--- src/hdl/gmc_pkg.sv ---
`timescale 1ns / 1ps
// ----------------------------------------------------------------------------
// Group mean centering package
// Register indexes, field codes and the command and status bundles that
// join the controller to the datapath.
// ----------------------------------------------------------------------------
package gmc_pkg;

  localparam int CFG_INDEX_W = 8;
  localparam int CFG_DATA_W  = 7;
  localparam int ROW_W       = 6;
  localparam int COL_W       = 6;

  localparam logic [CFG_INDEX_W-1:0] REG_ROW_COUNT = CFG_INDEX_W'(0);
  localparam logic [CFG_INDEX_W-1:0] REG_COL_COUNT = CFG_INDEX_W'(1);
  localparam logic [CFG_DATA_W-1:0]  CFG_RESET     = CFG_DATA_W'(64);

  localparam logic REQ_LOAD = 1'b0;
  localparam logic REQ_READ = 1'b1;

  localparam logic KIND_MEAN     = 1'b0;
  localparam logic KIND_CENTERED = 1'b1;

  localparam logic STATUS_OK        = 1'b0;
  localparam logic STATUS_NOT_READY = 1'b1;

  typedef struct packed {
    logic capture;
    logic fetch_load;
    logic fetch_read;
    logic load_commit;
    logic div_start;
    logic rsp_result;
    logic rsp_nrdy;
  } gmc_cmd_t;

  typedef struct packed {
    logic load_full;
    logic div_busy;
    logic out_free;
  } gmc_stat_t;

endpackage

--- src/hdl/gmc_ctrl.sv ---
`timescale 1ns / 1ps
// ----------------------------------------------------------------------------
// Group mean centering controller
// Sequences loads and reads through the datapath, one request at a time.
// ----------------------------------------------------------------------------
module gmc_ctrl (
  input  logic               clk,
  input  logic               rst,
  input  logic               req_valid,
  input  logic               req_type,
  output logic               req_ready,
  input  gmc_pkg::gmc_stat_t stat,
  output gmc_pkg::gmc_cmd_t  cmd
);

  typedef enum logic [6:0] {
    ST_IDLE     = 7'b0000001,
    ST_LD_RD    = 7'b0000010,
    ST_LD_WR    = 7'b0000100,
    ST_RD_FETCH = 7'b0001000,
    ST_RD_START = 7'b0010000,
    ST_RD_DIV   = 7'b0100000,
    ST_RD_OUT   = 7'b1000000
  } state_t;

  // The not-ready reply reuses the output state with no division behind it.
  state_t state;
  state_t state_next;
  logic   nrdy;
  logic   nrdy_next;

  always_ff @(posedge clk) begin
    if (rst) begin
      state <= ST_IDLE;
      nrdy  <= 1'b0;
    end else begin
      state <= state_next;
      nrdy  <= nrdy_next;
    end
  end

  always_comb begin
    state_next = state;
    nrdy_next  = nrdy;
    req_ready  = 1'b0;
    cmd        = '0;
    case (state)
      ST_IDLE: begin
        req_ready = 1'b1;
        if (req_valid) begin
          cmd.capture = 1'b1;
          if (req_type == gmc_pkg::REQ_LOAD) begin
            if (!stat.load_full) begin
              state_next = ST_LD_RD;
            end
          end else if (stat.load_full) begin
            state_next = ST_RD_FETCH;
          end else begin
            nrdy_next  = 1'b1;
            state_next = ST_RD_OUT;
          end
        end
      end
      ST_LD_RD: begin
        cmd.fetch_load = 1'b1;
        state_next     = ST_LD_WR;
      end
      ST_LD_WR: begin
        cmd.load_commit = 1'b1;
        state_next      = ST_IDLE;
      end
      ST_RD_FETCH: begin
        cmd.fetch_read = 1'b1;
        state_next     = ST_RD_START;
      end
      ST_RD_START: begin
        cmd.div_start = 1'b1;
        state_next    = ST_RD_DIV;
      end
      ST_RD_DIV: begin
        if (!stat.div_busy) begin
          state_next = ST_RD_OUT;
        end
      end
      ST_RD_OUT: begin
        if (stat.out_free) begin
          cmd.rsp_result = !nrdy;
          cmd.rsp_nrdy   = nrdy;
          nrdy_next      = 1'b0;
          state_next     = ST_IDLE;
        end
      end
      default: begin
        state_next = ST_IDLE;
        nrdy_next  = 1'b0;
      end
    endcase
  end

endmodule

--- config.mk ---
export PLATFORM = sky130hd
export DESIGN_NAME = gmc_ctrl
export DESIGN_NICKNAME = d
export VERILOG_FILES = /design/src/hdl/gmc_pkg.sv /design/src/hdl/gmc_ctrl.sv
export SDC_FILE = /design/constraint.sdc
export NUM_CORES = 1
export LEC_CHECK = 0
export ABC_CLOCK_PERIOD_IN_PS = 1750
export BUFFER_PORTS_ARGS = -buffer_cell sky130_fd_sc_hd__clkbuf_2
export CORE_AREA = 3 3 40 42
export DETAILED_ROUTE_END_ITERATION = 10
export DIE_AREA = 0 0 43 45
export HOLD_SLACK_MARGIN = 0.15
export PLACE_DENSITY = 0.62
export SLEW_MARGIN = 20
export SYNTH_ARGS = -nofsm -noshare
export SYNTH_HDL_FRONTEND = slang
export SYNTH_SLANG_ARGS = --single-unit
--- constraint.sdc ---
create_clock -name clk -period 1.75 [get_ports clk]
set_clock_uncertainty 0.2 [all_clocks]
set_input_delay 0.0875 -clock clk [delete_from_list [all_inputs] [get_ports clk]]
set_output_delay 0.0875 -clock clk [all_outputs]
set_load 0.05 [all_outputs]
==> out/metrics.yaml, run 1 <==
pwr:
  cellLeakagePower_nw: 0.4762
  post-layout-total-power_mw: 0.8611
  cellPowerDensity_nw_per_um2: 756.3
  peakVddDrop_v: 0.0008039
sta:
  slew_headroom: 0.8200
  worst_slew_pin_slew_ns: 0.2680
  hold_viol_final: 0
  fmaxAchievable_ghz: 0.5280
  grt_setup_unrepaired: "true"
  final-max-slew-violation-count: 0
  final_critical_path_setup_slack_ns: -0.1441
  timing.hold.ws_ns: 0.4145
  fin_crit_ns: 1.894
  finalSetupTns_ns: -0.8153
  report.final.setup_viol: 12
  min_period_over_period: 1.082
drt:
  route.vias.total: 667
  wirelength_mm: 1.961
  routed_antenna_nets: 0
  drt-wirelength-per-cell_um: 15.69
  detail_route.iter0.violations: 15
  remaining_drc_errors: 0
  drt-pass1-iter-count: 4
  vias_per_cell: 5.336
placement:
  place.port_buffers: 14
  hpwl_mm: 1.174
  final_weighted_congestion_in_routability_driven_placement: 0.8256
  place_ws_ns: -0.1532
  total_instance_count_after_detailed_placement: 111
  post_dp_cell_area_um2: 779.5
worst_setup_path:
  critical_path_required_ns: 1.46
  maximum_net_fanout_on_the_critical_path: 3
  arr_time_crit_path_ns: 1.61
  start_kind: "register"
  worst-setup-path-type: "reg2out"
  cp-end-kind: "primary output"
global_route:
  via_count_of_the_first_global_routing_pass: 687
  pin_count_of_the_biggest_net_entering_global_routing: 8
  grt_antenna_before_repair: 0
  track_usage: 0.2102
  total_overflow_reported_by_the_global_router: 0
  grt_pass1_wl_mm: 2.946
clocking:
  clkTransAtPathRegs_ns: 0.06
  numCtsBuffers: 3
  ctsLongestPathBuffers: 2
  clock-sinks: 8
  worstSkewPairLatency_ns: 0.26
  tritoncts: "yes"
  cts_h_tree_depth: 1
  clk_root_buffer_cell: "sky130_fd_sc_hd__clkbuf_4"
die:
  core_area_um2: 1285
  start_util: 0.3963
  placement_rows: 13
  die_width_um: 43
  design.portCount: 15
  die_y_um: 45
  dieArea_um2: 1935
logic_synthesis:
  synthCells: 66
  syn-mean-instance-area_um2: 7.716
  synth.lib_cells_used.distinct: 30
  synth.mux.area_fraction: 0
  synth_top_cells_by_area: "sky130_fd_sc_hd__dfxtp_1 31%, sky130_fd_sc_hd__nor2_1 7.4%, sky130_fd_sc_hd__nand2b_1 6.1%, sky130_fd_sc_hd__nand3b_1 5.9%, sky130_fd_sc_hd__nor4_1 3.7%"
  yosys.area.top_type: "sky130_fd_sc_hd__dfxtp_1"
  yosys.area.top_type_share: 0.3145
  synth-compound-area-share: 0.1450
  ys_ff_latch: 8
  syn-cell-area_um2: 509.2
  synth_fp_nets: 73
  synth_top_family_by_area: "simple AND/OR/NAND/NOR gates"
  synth-simple-area-share: 0.4791
  yosys_warnings: 0
  yosys.area_share.xor_xnor: 0.01720
  synth_fa_ha_area_frac: 0
  synth_sequential_area_ratio: 0.3145
layout:
  non_filler_instances: 125
  post-route-cell-area_um2: 1139
  num_antenna_cells: 0
  fin_nets: 119
  area_delta_synth_final_pct: 123.6
  share_of_post_route_cells_with_drive_strength_above_1: 0.6455
  final_util: 0.8861
run_status:
  failing_checks: "negative setup slack"
  run_status: "finished, violations left"
job:
  max_cap_viol_count: 0
worst_hold_path:
  worst_min_delay_path_class: "in2reg"
## flip-flops by register name (all words and copies together) (netlist names)
name   flops
state      7
nrdy       1
## report_power, final
group | switching, mW | total (mW) | internal (mW)
clock | 0.0711 | 0.150 | 0.0791
sequential | 0.0221 | 0.219 | 0.197
combinational | 0.228 | 0.492 | 0.264
## worst max-delay path, stage by stage, from the launching register on
cell and delay (ns):
sky130_fd_sc_hd__dfxtp_2 0.33, sky130_fd_sc_hd__buf_6 0.11, sky130_fd_sc_hd__nand2b_4 0.13, sky130_fd_sc_hd__buf_4 0.14, sky130_fd_sc_hd__nor4_4 0.26, sky130_fd_sc_hd__and2_4 0.21, sky130_fd_sc_hd__clkbuf_16 0.15
## routing by layer
layer | track usage | part of all wire | up-vias
met4 | 0.07831 | 0.016 | 0
met5 | 0 | 0 | -
met1 | 0.2082 | 0.38 | 319
met3 | 0.04382 | 0.028 | 4
li1 | - | - | 329
met2 | 0.4251 | 0.58 | 15
## synthesized netlist by cell type
cell and number:
sky130_fd_sc_hd__nand3_1 2, sky130_fd_sc_hd__or3_1 2, sky130_fd_sc_hd__o21ba_1 1, sky130_fd_sc_hd__nand2b_1 5, sky130_fd_sc_hd__a311oi_1 1, sky130_fd_sc_hd__or2_1 1
sky130_fd_sc_hd__inv_1 2, sky130_fd_sc_hd__nand3b_1 4, sky130_fd_sc_hd__a21oi_1 1, sky130_fd_sc_hd__or4_4 1, sky130_fd_sc_hd__o211ai_1 1, sky130_fd_sc_hd__or4b_1 1
sky130_fd_sc_hd__or2_2 2, sky130_fd_sc_hd__or2b_1 1, sky130_fd_sc_hd__a31o_2 1, sky130_fd_sc_hd__dfxtp_1 8, sky130_fd_sc_hd__nand2_1 3, sky130_fd_sc_hd__xor2_1 1
sky130_fd_sc_hd__nor2_1 10, sky130_fd_sc_hd__o21a_1 1, sky130_fd_sc_hd__buf_6 1, sky130_fd_sc_hd__nor4_1 3, sky130_fd_sc_hd__clkbuf_1 1, sky130_fd_sc_hd__o21ai_1 1
sky130_fd_sc_hd__nor4b_1 2, sky130_fd_sc_hd__nor3_1 3, sky130_fd_sc_hd__and3_1 1, sky130_fd_sc_hd__and2_1 1, sky130_fd_sc_hd__a31oi_1 1, sky130_fd_sc_hd__o21ai_0 3
## path summary, 6_finish.rpt
check	start	end	slack (ns)	cells after the start
worst max-delay path	state[5]$_SDFFE_PP0P_	cmd[6]	-0.14	6
worst min-delay path	stat[2]	state[1]$_SDFFE_PP0P_	0.41	3
worst max register to register	state[5]$_SDFFE_PP0P_	nrdy$_SDFFE_PP0P_	-0.11	6
worst min register to register	state[6]$_SDFFE_PP0P_	state[6]$_SDFFE_PP0P_	0.45	3
## cells by family after synthesis
group,Yosys count
AND/OR/NAND/NOR,42
AO/OA/AOI/OAI,11
flip-flops,8
buffers and inverters,4
XOR/XNOR,1
## repair_timing
| action | in CTS | in global routing |
|---|---|---|
| hold endpoints to repair | 6 | 0 |
| endpoints found under the setup margin | 14 | 14 |
| setup buffers | 2 | 3 |
| resized for setup | 28 | 26 |
| pin swaps | 7 | 13 |
| hold buffers | 6 | 0 |
## layout make-up
cell class	count	area (um2)
Multi-Input combinational cell	54	494.2
Timing Repair Buffer	43	426.7
Sequential cell	8	168.9
Fill cell	59	146.4
Clock buffer	3	22.52
Tap cell	15	18.77
Inverter	2	7.507
## layout by cell type (no fill, tap or decap), types with 2 or more instances in the layout
cell and instances:
sky130_fd_sc_hd__buf_4 16, sky130_fd_sc_hd__buf_6 7, sky130_fd_sc_hd__nor2_1 6, sky130_fd_sc_hd__dlygate4sd3_1 6
sky130_fd_sc_hd__clkbuf_2 6, sky130_fd_sc_hd__nor2_4 4, sky130_fd_sc_hd__nand3b_1 4, sky130_fd_sc_hd__buf_8 4
sky130_fd_sc_hd__dfxtp_2 4, sky130_fd_sc_hd__or2_4 3, sky130_fd_sc_hd__nor4_4 3, sky130_fd_sc_hd__nand2b_1 3
sky130_fd_sc_hd__clkbuf_4 3, sky130_fd_sc_hd__dfxtp_1 3, sky130_fd_sc_hd__nand2b_4 2, sky130_fd_sc_hd__nor4b_4 2
sky130_fd_sc_hd__o21ai_2 2, sky130_fd_sc_hd__nand2_1 2, sky130_fd_sc_hd__inv_1 2, sky130_fd_sc_hd__nor3_2 2
sky130_fd_sc_hd__o21ai_0 2, sky130_fd_sc_hd__nand3_1 2, sky130_fd_sc_hd__clkbuf_8 2, sky130_fd_sc_hd__clkbuf_16 2
Note: power is estimated with default switching activity, not from simulation.
==> run 2: changes to the inputs <==
--- a/config.mk
+++ b/config.mk
@@ -12,6 +12,7 @@
 export DIE_AREA = 0 0 43 45
 export HOLD_SLACK_MARGIN = 0.15
 export PLACE_DENSITY = 0.62
+export SKIP_CTS_REPAIR_TIMING = 1
 export SLEW_MARGIN = 20
 export SYNTH_ARGS = -nofsm -noshare
 export SYNTH_HDL_FRONTEND = slang
==> out/metrics.yaml, run 2 (synthesized netlist as in run 1, its figures left out) <==
drt:
  routed_antenna_nets: 0  # unchanged
  vias_per_cell: 5.066  # was 5.336
  drt-wirelength-per-cell_um: 13.62  # was 15.69 um
  drt-pass1-iter-count: 4  # unchanged
  wirelength_mm: 1.662  # was 1.961 mm
  detail_route.iter0.violations: 5  # was 15
  remaining_drc_errors: 0  # unchanged
  route.vias.total: 618  # was 667
global_route:
  pin_count_of_the_biggest_net_entering_global_routing: 8  # unchanged
  track_usage: 0.1618  # was 0.2102
  globalRoute.busiestLayer: "met2"  # unchanged
  grt_use_met2: 0.2874  # was 0.4251
  total_overflow_reported_by_the_global_router: 0  # unchanged
  grt_pass1_wl_mm: 2.297  # was 2.946 mm
  grt_antenna_before_repair: 0  # unchanged
  via_count_of_the_first_global_routing_pass: 547  # was 687
  grt.met1_usage: 0.1937  # was 0.2082
  global_route.usage.met3: 0.03586  # was 0.04382
layout:
  share_of_post_route_cells_with_drive_strength_above_1: 0.5701  # was 0.6455
  num_antenna_cells: 0  # unchanged
  largest_register: "state"  # unchanged
  layout.cells.most_common_list: "18 x sky130_fd_sc_hd__buf_4, 8 x sky130_fd_sc_hd__buf_6, 6 x sky130_fd_sc_hd__nor2_1, 6 x sky130_fd_sc_hd__dlygate4sd3_1, 6 x sky130_fd_sc_hd__clkbuf_2"  # was 16 x sky130_fd_sc_hd__buf_4, 7 x sky130_fd_sc_hd__buf_6, 6 x sky130_fd_sc_hd__nor2_1, 6 x sky130_fd_sc_hd__dlygate4sd3_1, 6 x sky130_fd_sc_hd__clkbuf_2
  largest_registers: "state (7), nrdy (1)"  # unchanged
  seq_cell_area_um2: 168.9  # unchanged
  multiInputGateArea_um2: 432.9  # was 494.2 um2
  fin_nets: 116  # was 119
  layout.filler_cells: 104  # was 59
  area_delta_synth_final_pct: 95.58  # was 123.6%
  largest_register_ff_count: 7  # unchanged
  mostFrequentLayoutCell: "sky130_fd_sc_hd__buf_4"  # unchanged
placement:
  final_weighted_congestion_in_routability_driven_placement: 0.8256  # unchanged
  place_ws_ns: -0.1532  # unchanged
  hpwl_mm: 1.174  # unchanged
  place.port_buffers: 14  # unchanged
sta:
  final_critical_path_setup_slack_ns: -0.09527  # was -0.1441 ns
  final-max-slew-violation-count: 0  # unchanged
  min_period_over_period: 1.054  # was 1.082
  worst_slew_pin_slew_ns: 0.2517  # was 0.2680 ns
  hold_viol_final: 0  # unchanged
  report.final.setup_viol: 12  # unchanged
  fmaxAchievable_ghz: 0.5419  # was 0.5280 GHz
  fin_crit_ns: 1.845  # was 1.894 ns
  grt_setup_unrepaired: "true"  # unchanged
  slew_headroom: 0.8310  # was 0.8200
run_status:
  run_status: "finished, violations left"  # unchanged
  failing_checks: "negative setup slack"  # unchanged
worst_hold_path:
  worstHoldStart: "stat[0]"  # was stat[2]
  worstHoldEndpoint: "cmd[1]"  # was state[1]$_SDFFE_PP0P_
  hold-path-cell-count: 4  # was 3
  worst_min_delay_path_class: "in2out"  # was in2reg
clocking:
  clk_root_buffer_cell: "sky130_fd_sc_hd__clkbuf_4"  # unchanged
  tritoncts: "yes"  # unchanged
  clkTransAtPathRegs_ns: 0.06  # about the same
  clock-sinks: 8  # unchanged
  worstSkewPairLatency_ns: 0.26  # about the same
  cts_h_tree_depth: 1  # unchanged
  ctsLongestPathBuffers: 2  # unchanged
  numCtsBuffers: 3  # unchanged
worst_setup_path:
  reg2reg_depth: 4  # was 6
  critical_path_required_ns: 1.71  # was 1.46 ns
  cp-end-kind: "register"  # was primary output
  timing.rr.end: "nrdy$_SDFFE_PP0P_"  # unchanged
  arr_time_crit_path_ns: 1.81  # was 1.61 ns
  worst-setup-path-type: "reg2reg"  # was reg2out
  regToRegSetupSlack_ns: -0.1  # was -0.11 ns
  crit-reg2reg-launch: "state[1]$_SDFFE_PP0P_"  # was state[5]$_SDFFE_PP0P_
  start_kind: "register"  # unchanged
  maximum_net_fanout_on_the_critical_path: 7  # was 3
die:
  start_util: 0.3963  # unchanged
  placement_rows: 13  # unchanged
  core_area_um2: 1285  # unchanged
  dieArea_um2: 1935  # unchanged
  design.portCount: 15  # unchanged
  die_y_um: 45  # unchanged
  die_width_um: 43  # unchanged
pwr:
  post-layout-total-power_mw: 0.7810  # was 0.8611 mW
  cellLeakagePower_nw: 0.4334  # was 0.4762 nW
  peakVddDrop_v: 0.0005791  # was 0.0008039 V
  cellPowerDensity_nw_per_um2: 784.2  # was 756.3 nW/um2
job:
  max_cap_viol_count: 0  # unchanged
run 2: changes by cell type in the layout (fill, tap and decap cells not counted), moves of 2 or more:
cell / delta
sky130_fd_sc_hd__nor3_2: -2
sky130_fd_sc_hd__buf_4: +2
sky130_fd_sc_hd__clkbuf_8: -2
sky130_fd_sc_hd__clkbuf_16: -2
sky130_fd_sc_hd__buf_8: -2
sky130_fd_sc_hd__nor2_4: -2
sky130_fd_sc_hd__nor2_2: +2
sky130_fd_sc_hd__nor3_1: +2
run 2: per-stage QoR:
step	cell area, um2	TNS [ns]	hold WS [ns]	std cells	util
2_1_floorplan	574.3	-1.058	-0.05085	66	-
3_3_place_gp	779.5	-0.5184	0.09863	111	0.6066
3_5_place_dp	779.5	-0.9016	0.09821	111	0.6066
4_1_cts	802.0	-2.677	-0.1688	114	0.6241
5_1_grt	996.0	-1.251	0.3712	122	0.7751
6_report	996.0	-0.7466	0.3336	122	0.7751
run 2: where the power goes:
group	switching (mW)	internal, mW	total [mW]
registers	0.0192	0.197	0.216
logic	0.196	0.222	0.418
clock network	0.0680	0.0789	0.147
run 2: metal layers:
layer,up-vias,share of wire,routed length [um]
met1,276,0.42,694
li1,322,-,-
met2,18,0.53,878
met4,0,0.0078,13
met3,2,0.045,75
met5,-,0,0
run 2: critical path: stages, from the launching register on:
cell and delay, ns:
sky130_fd_sc_hd__dfxtp_1 0.31, sky130_fd_sc_hd__or2_4 0.28, sky130_fd_sc_hd__or4_4 0.54, sky130_fd_sc_hd__buf_4 0.16, sky130_fd_sc_hd__a311oi_1 0.27
run 2: layout make-up:
cell class,instances,share of cell area
Clock buffer,3,0.02261
Timing Repair Buffer,40,0.3467
Tap cell,15,0.01884
Multi-Input combinational cell,54,0.4347
Inverter,2,0.007538
Sequential cell,8,0.1696
run 2: worst max path at each step:
stage	start	end	slack, ns	cells past startpoint
finish	state[1]$_SDFFE_PP0P_	nrdy$_SDFFE_PP0P_	-0.1	4
global route	state[4]$_SDFFE_PP0P_	cmd[0]	-0.15	5
CTS	state[3]$_SDFFE_PP0P_	cmd[1]	-0.44	6
detailed placement	state[3]$_SDFFE_PP0P_	cmd[1]	-0.15	6
global placement	state[3]$_SDFFE_PP0P_	cmd[1]	-0.09	6
floorplan	state[6]$_SDFFE_PP0P_	cmd[6]	-0.18	3
==> run 3: changes to the inputs <==
--- a/config.mk
+++ b/config.mk
@@ -5,13 +5,14 @@
 export SDC_FILE = /design/constraint.sdc
 export NUM_CORES = 1
 export LEC_CHECK = 0
+export ABC_AREA = 1
 export ABC_CLOCK_PERIOD_IN_PS = 1750
 export BUFFER_PORTS_ARGS = -buffer_cell sky130_fd_sc_hd__clkbuf_2
-export CORE_AREA = 3 3 40 42
+export CORE_MARGIN = 3
+export CORE_UTILIZATION = 45
 export DETAILED_ROUTE_END_ITERATION = 10
-export DIE_AREA = 0 0 43 45
 export HOLD_SLACK_MARGIN = 0.15
-export PLACE_DENSITY = 0.62
+export PLACE_DENSITY = 0.7
 export SKIP_CTS_REPAIR_TIMING = 1
 export SLEW_MARGIN = 20
 export SYNTH_ARGS = -nofsm -noshare
==> out/metrics.yaml, run 3 <==
logic_synthesis:
  ys_ff_latch: 8  # unchanged
  synth_top_cells_by_count: "17 x sky130_fd_sc_hd__inv_1, 14 x sky130_fd_sc_hd__nor2_1, 13 x sky130_fd_sc_hd__nand2_1"  # was 10 x sky130_fd_sc_hd__nor2_1, 8 x sky130_fd_sc_hd__dfxtp_1, 5 x sky130_fd_sc_hd__nand2b_1
  synth_async_sr_flop_share: 0  # unchanged
  yosys_warnings: 0  # unchanged
  yosys.area.top_type: "sky130_fd_sc_hd__dfxtp_1"  # unchanged
  synthCells: 91  # was 66
  yosys.area.top_type_share: 0.2596  # was 0.3145
  synth_sequential_area_ratio: 0.2596  # was 0.3145
  synth_edf_count: 0  # unchanged
  synthMostInstantiatedCell: "sky130_fd_sc_hd__inv_1"  # was sky130_fd_sc_hd__nor2_1
  synth_ff_type: "sky130_fd_sc_hd__dfxtp_1"  # unchanged
  synth_fp_nets: 98  # was 73
  synth.lib_cells_used.distinct: 20  # was 30
  syn-cell-area_um2: 616.8  # was 509.2 um2
  synth_top_cells_by_area: "sky130_fd_sc_hd__dfxtp_1 26%, sky130_fd_sc_hd__inv_1 10%, sky130_fd_sc_hd__nor2_1 8.5%, sky130_fd_sc_hd__nand2_1 7.9%, sky130_fd_sc_hd__nor2_4 7.3%"  # was sky130_fd_sc_hd__dfxtp_1 31%, sky130_fd_sc_hd__nor2_1 7.4%, sky130_fd_sc_hd__nand2b_1 6.1%, sky130_fd_sc_hd__nand3b_1 5.9%, sky130_fd_sc_hd__nor4_1 3.7%
  syn-mean-instance-area_um2: 6.778  # was 7.716 um2
die:
  design.portCount: 15  # unchanged
  die_width_um: 43.03  # was 43 um
  start_util: 0.5135  # was 0.3963
  dieArea_um2: 1851  # was 1935 um2
  die_y_um: 43.03  # was 45 um
  core_area_um2: 1201  # was 1285 um2
  placement_rows: 12  # was 13
layout:
  largest_register: "state"  # unchanged
  largest_register_ff_count: 7  # unchanged
  area_delta_synth_final_pct: 29.21  # was 95.58%
  num_antenna_cells: 0  # unchanged
  non_filler_instances: 127  # was 122
  layout.cells.most_common_list: "17 x sky130_fd_sc_hd__inv_1, 13 x sky130_fd_sc_hd__nand2_1, 11 x sky130_fd_sc_hd__nor2_1, 11 x sky130_fd_sc_hd__clkbuf_2"  # was 18 x sky130_fd_sc_hd__buf_4, 8 x sky130_fd_sc_hd__buf_6, 6 x sky130_fd_sc_hd__nor2_1, 6 x sky130_fd_sc_hd__dlygate4sd3_1, 6 x sky130_fd_sc_hd__clkbuf_2
  largest_registers: "state (7), nrdy (1)"  # unchanged
  fin_nets: 122  # was 116
  mostFrequentLayoutCell: "sky130_fd_sc_hd__inv_1"  # was sky130_fd_sc_hd__buf_4
  final_util: 0.6635  # was 0.7751
  share_of_post_route_cells_with_drive_strength_above_1: 0.4513  # was 0.5701
global_route:
  grt_antenna_before_repair: 0  # unchanged
  total_overflow_reported_by_the_global_router: 0  # unchanged
  track_usage: 0.1607  # was 0.1618
  grt_pass1_wl_mm: 2.118  # was 2.297 mm
  pin_count_of_the_biggest_net_entering_global_routing: 7  # was 8
  via_count_of_the_first_global_routing_pass: 527  # was 547
clocking:
  tritoncts: "yes"  # unchanged
  ctsLongestPathBuffers: 2  # unchanged
  clock-sinks: 8  # unchanged
  cts_h_tree_depth: 1  # unchanged
  worstSkewPairLatency_ns: 0.26  # about the same
  numCtsBuffers: 3  # unchanged
  clkTransAtPathRegs_ns: 0.06  # about the same
  clk_root_buffer_cell: "sky130_fd_sc_hd__clkbuf_4"  # unchanged
sta:
  slew_headroom: 0.8124  # was 0.8310
  fin_crit_ns: 1.717  # was 1.845 ns
  hold_viol_final: 0  # unchanged
  grt_setup_unrepaired: "true"  # unchanged
  worst_slew_pin_slew_ns: 0.2826  # was 0.2517 ns
  fmaxAchievable_ghz: 0.5825  # was 0.5419 GHz
  final-max-slew-violation-count: 0  # unchanged
  report.final.setup_viol: 0  # was 12
  min_period_over_period: 0.9811  # was 1.054
worst_setup_path:
  worst_path_dominant_cell_family: "simple AND/OR/NAND/NOR gates"  # unchanged
  arr_time_crit_path_ns: 1.43  # was 1.81 ns
  timing.critical_path.slowest_stage_cell: "sky130_fd_sc_hd__dfxtp_1"  # was sky130_fd_sc_hd__or4_4
  cpPeakStageDelay_ns: 0.35  # was 0.54 ns
  crit_path_buffers_inverters: 1  # unchanged
  timing.critical_path.cells: "nor2_2 -> nand2_4 -> nor2_4 -> nand2_1 -> nor2_1 -> clkbuf_4"  # was or2_4 -> or4_4 -> buf_4 -> a311oi_1
  maximum_net_fanout_on_the_critical_path: 5  # was 7
  worst-setup-path-type: "reg2out"  # was reg2reg
  critical_path_required_ns: 1.46  # was 1.71 ns
  cp-end-kind: "primary output"  # was register
  start_kind: "register"  # unchanged
pwr:
  peakVddDrop_v: 0.0009646  # was 0.0005791 V
  cellLeakagePower_nw: 0.4330  # was 0.4334 nW
  cellPowerDensity_nw_per_um2: 1414  # was 784.2 nW/um2
drt:
  remaining_drc_errors: 0  # unchanged
  routed_antenna_nets: 0  # unchanged
  drt-wirelength-per-cell_um: 10.87  # was 13.62 um
  detail_route.iter0.violations: 8  # was 5
  vias_per_cell: 4.677  # was 5.066
  wirelength_mm: 1.381  # was 1.662 mm
  route.vias.total: 594  # was 618
  drt-pass1-iter-count: 4  # unchanged
placement:
  final_weighted_congestion_in_routability_driven_placement: 0.7567  # was 0.8256
  place.port_buffers: 14  # unchanged
  total_instance_count_after_detailed_placement: 119  # was 111
  hpwl_mm: 1.020  # was 1.174 mm
job:
  max_cap_viol_count: 0  # unchanged
run_status:
  run_status: "completed"  # was finished, violations left
worst_hold_path:
  worst_min_delay_path_class: "in2reg"  # was in2out
-- run 3: cell count changes in the layout (fill, tap and decap cells not counted), moves of 5 or more --
| cell | before | now |
|---|---|---|
| sky130_fd_sc_hd__inv_1 | 2 | 17 |
| sky130_fd_sc_hd__nand2_1 | 2 | 13 |
| sky130_fd_sc_hd__nand2_2 | 1 | 7 |
| sky130_fd_sc_hd__buf_4 | 18 | 1 |
| sky130_fd_sc_hd__clkbuf_2 | 6 | 11 |
| sky130_fd_sc_hd__nor2_1 | 6 | 11 |
| sky130_fd_sc_hd__buf_6 | 8 | 1 |
-- run 3: through the flow --
step	cell area (um2)	TNS (ns)	total power, mW	hold slack, ns	setup WS (ns)
after CTS	734.5	-0.03308	1.078	-0.1991	-0.03308
after detailed placement	711.9	0	0.9228	0.08705	0.2681
after global placement	711.9	0	0.9159	0.08838	0.2806
after floorplan	624.3	0	0.8171	-0.04343	0.01562
final	797.0	0	1.127	0.1208	0.03315
after global routing	797.0	-0.02045	1.210	0.1516	-0.01814
-- run 3: final timing paths --
check                         from                     to  slack (ns)  cells past startpoint
max reg2reg  state[3]$_SDFFE_PP0P_  state[0]$_SDFFE_PP1P_        0.20                      8
min                        stat[0]  state[1]$_SDFFE_PP0P_        0.12                      7
min reg2reg      nrdy$_SDFFE_PP0P_      nrdy$_SDFFE_PP0P_        0.35                      4
max          state[0]$_SDFFE_PP1P_                 cmd[1]        0.03                      6
-- run 3: worst min-delay path: cells and delay by family --
| family | cells | cell delay (ns) |
|---|---|---|
| buf+inv | 3 | 0.20 |
| simple gates | 4 | 0.26 |
-- run 3: layout make-up --
type	count	area, um2
fill	121	404.1
multi-input combinational	62	385.4
sequential	8	161.4
timing repair buffer	19	128.9
inverter	21	81.33
clock buffer	3	22.52
tap	14	17.52
-- run 3: cell families (layout without fill, tap and decap cells) --
logic type             Yosys count  count (layout)  synth area share
and+or+nand+nor                 56              56            0.5395
buffers and inverters           21              43            0.1278
DFF                              8               8            0.2596
AOI/OAI and AO/OA                6               6           0.07302
-- run 3: power by group --
part           total [mW]  leakage [nW]  internal, mW  switching (mW)
clock               0.148        0.0138        0.0789          0.0694
sequential          0.260        0.0658         0.220          0.0397
combinational       0.719         0.353         0.258           0.461
-- run 3: metal layers --
layer / part of all wire / vias up / track usage
li1: - / 319 / -
met1: 0.44 / 256 / 0.1935
met2: 0.48 / 14 / 0.2335
met3: 0.043 / 5 / 0.03390
met4: 0.037 / 0 / 0.1446
met5: 0 / - / 0
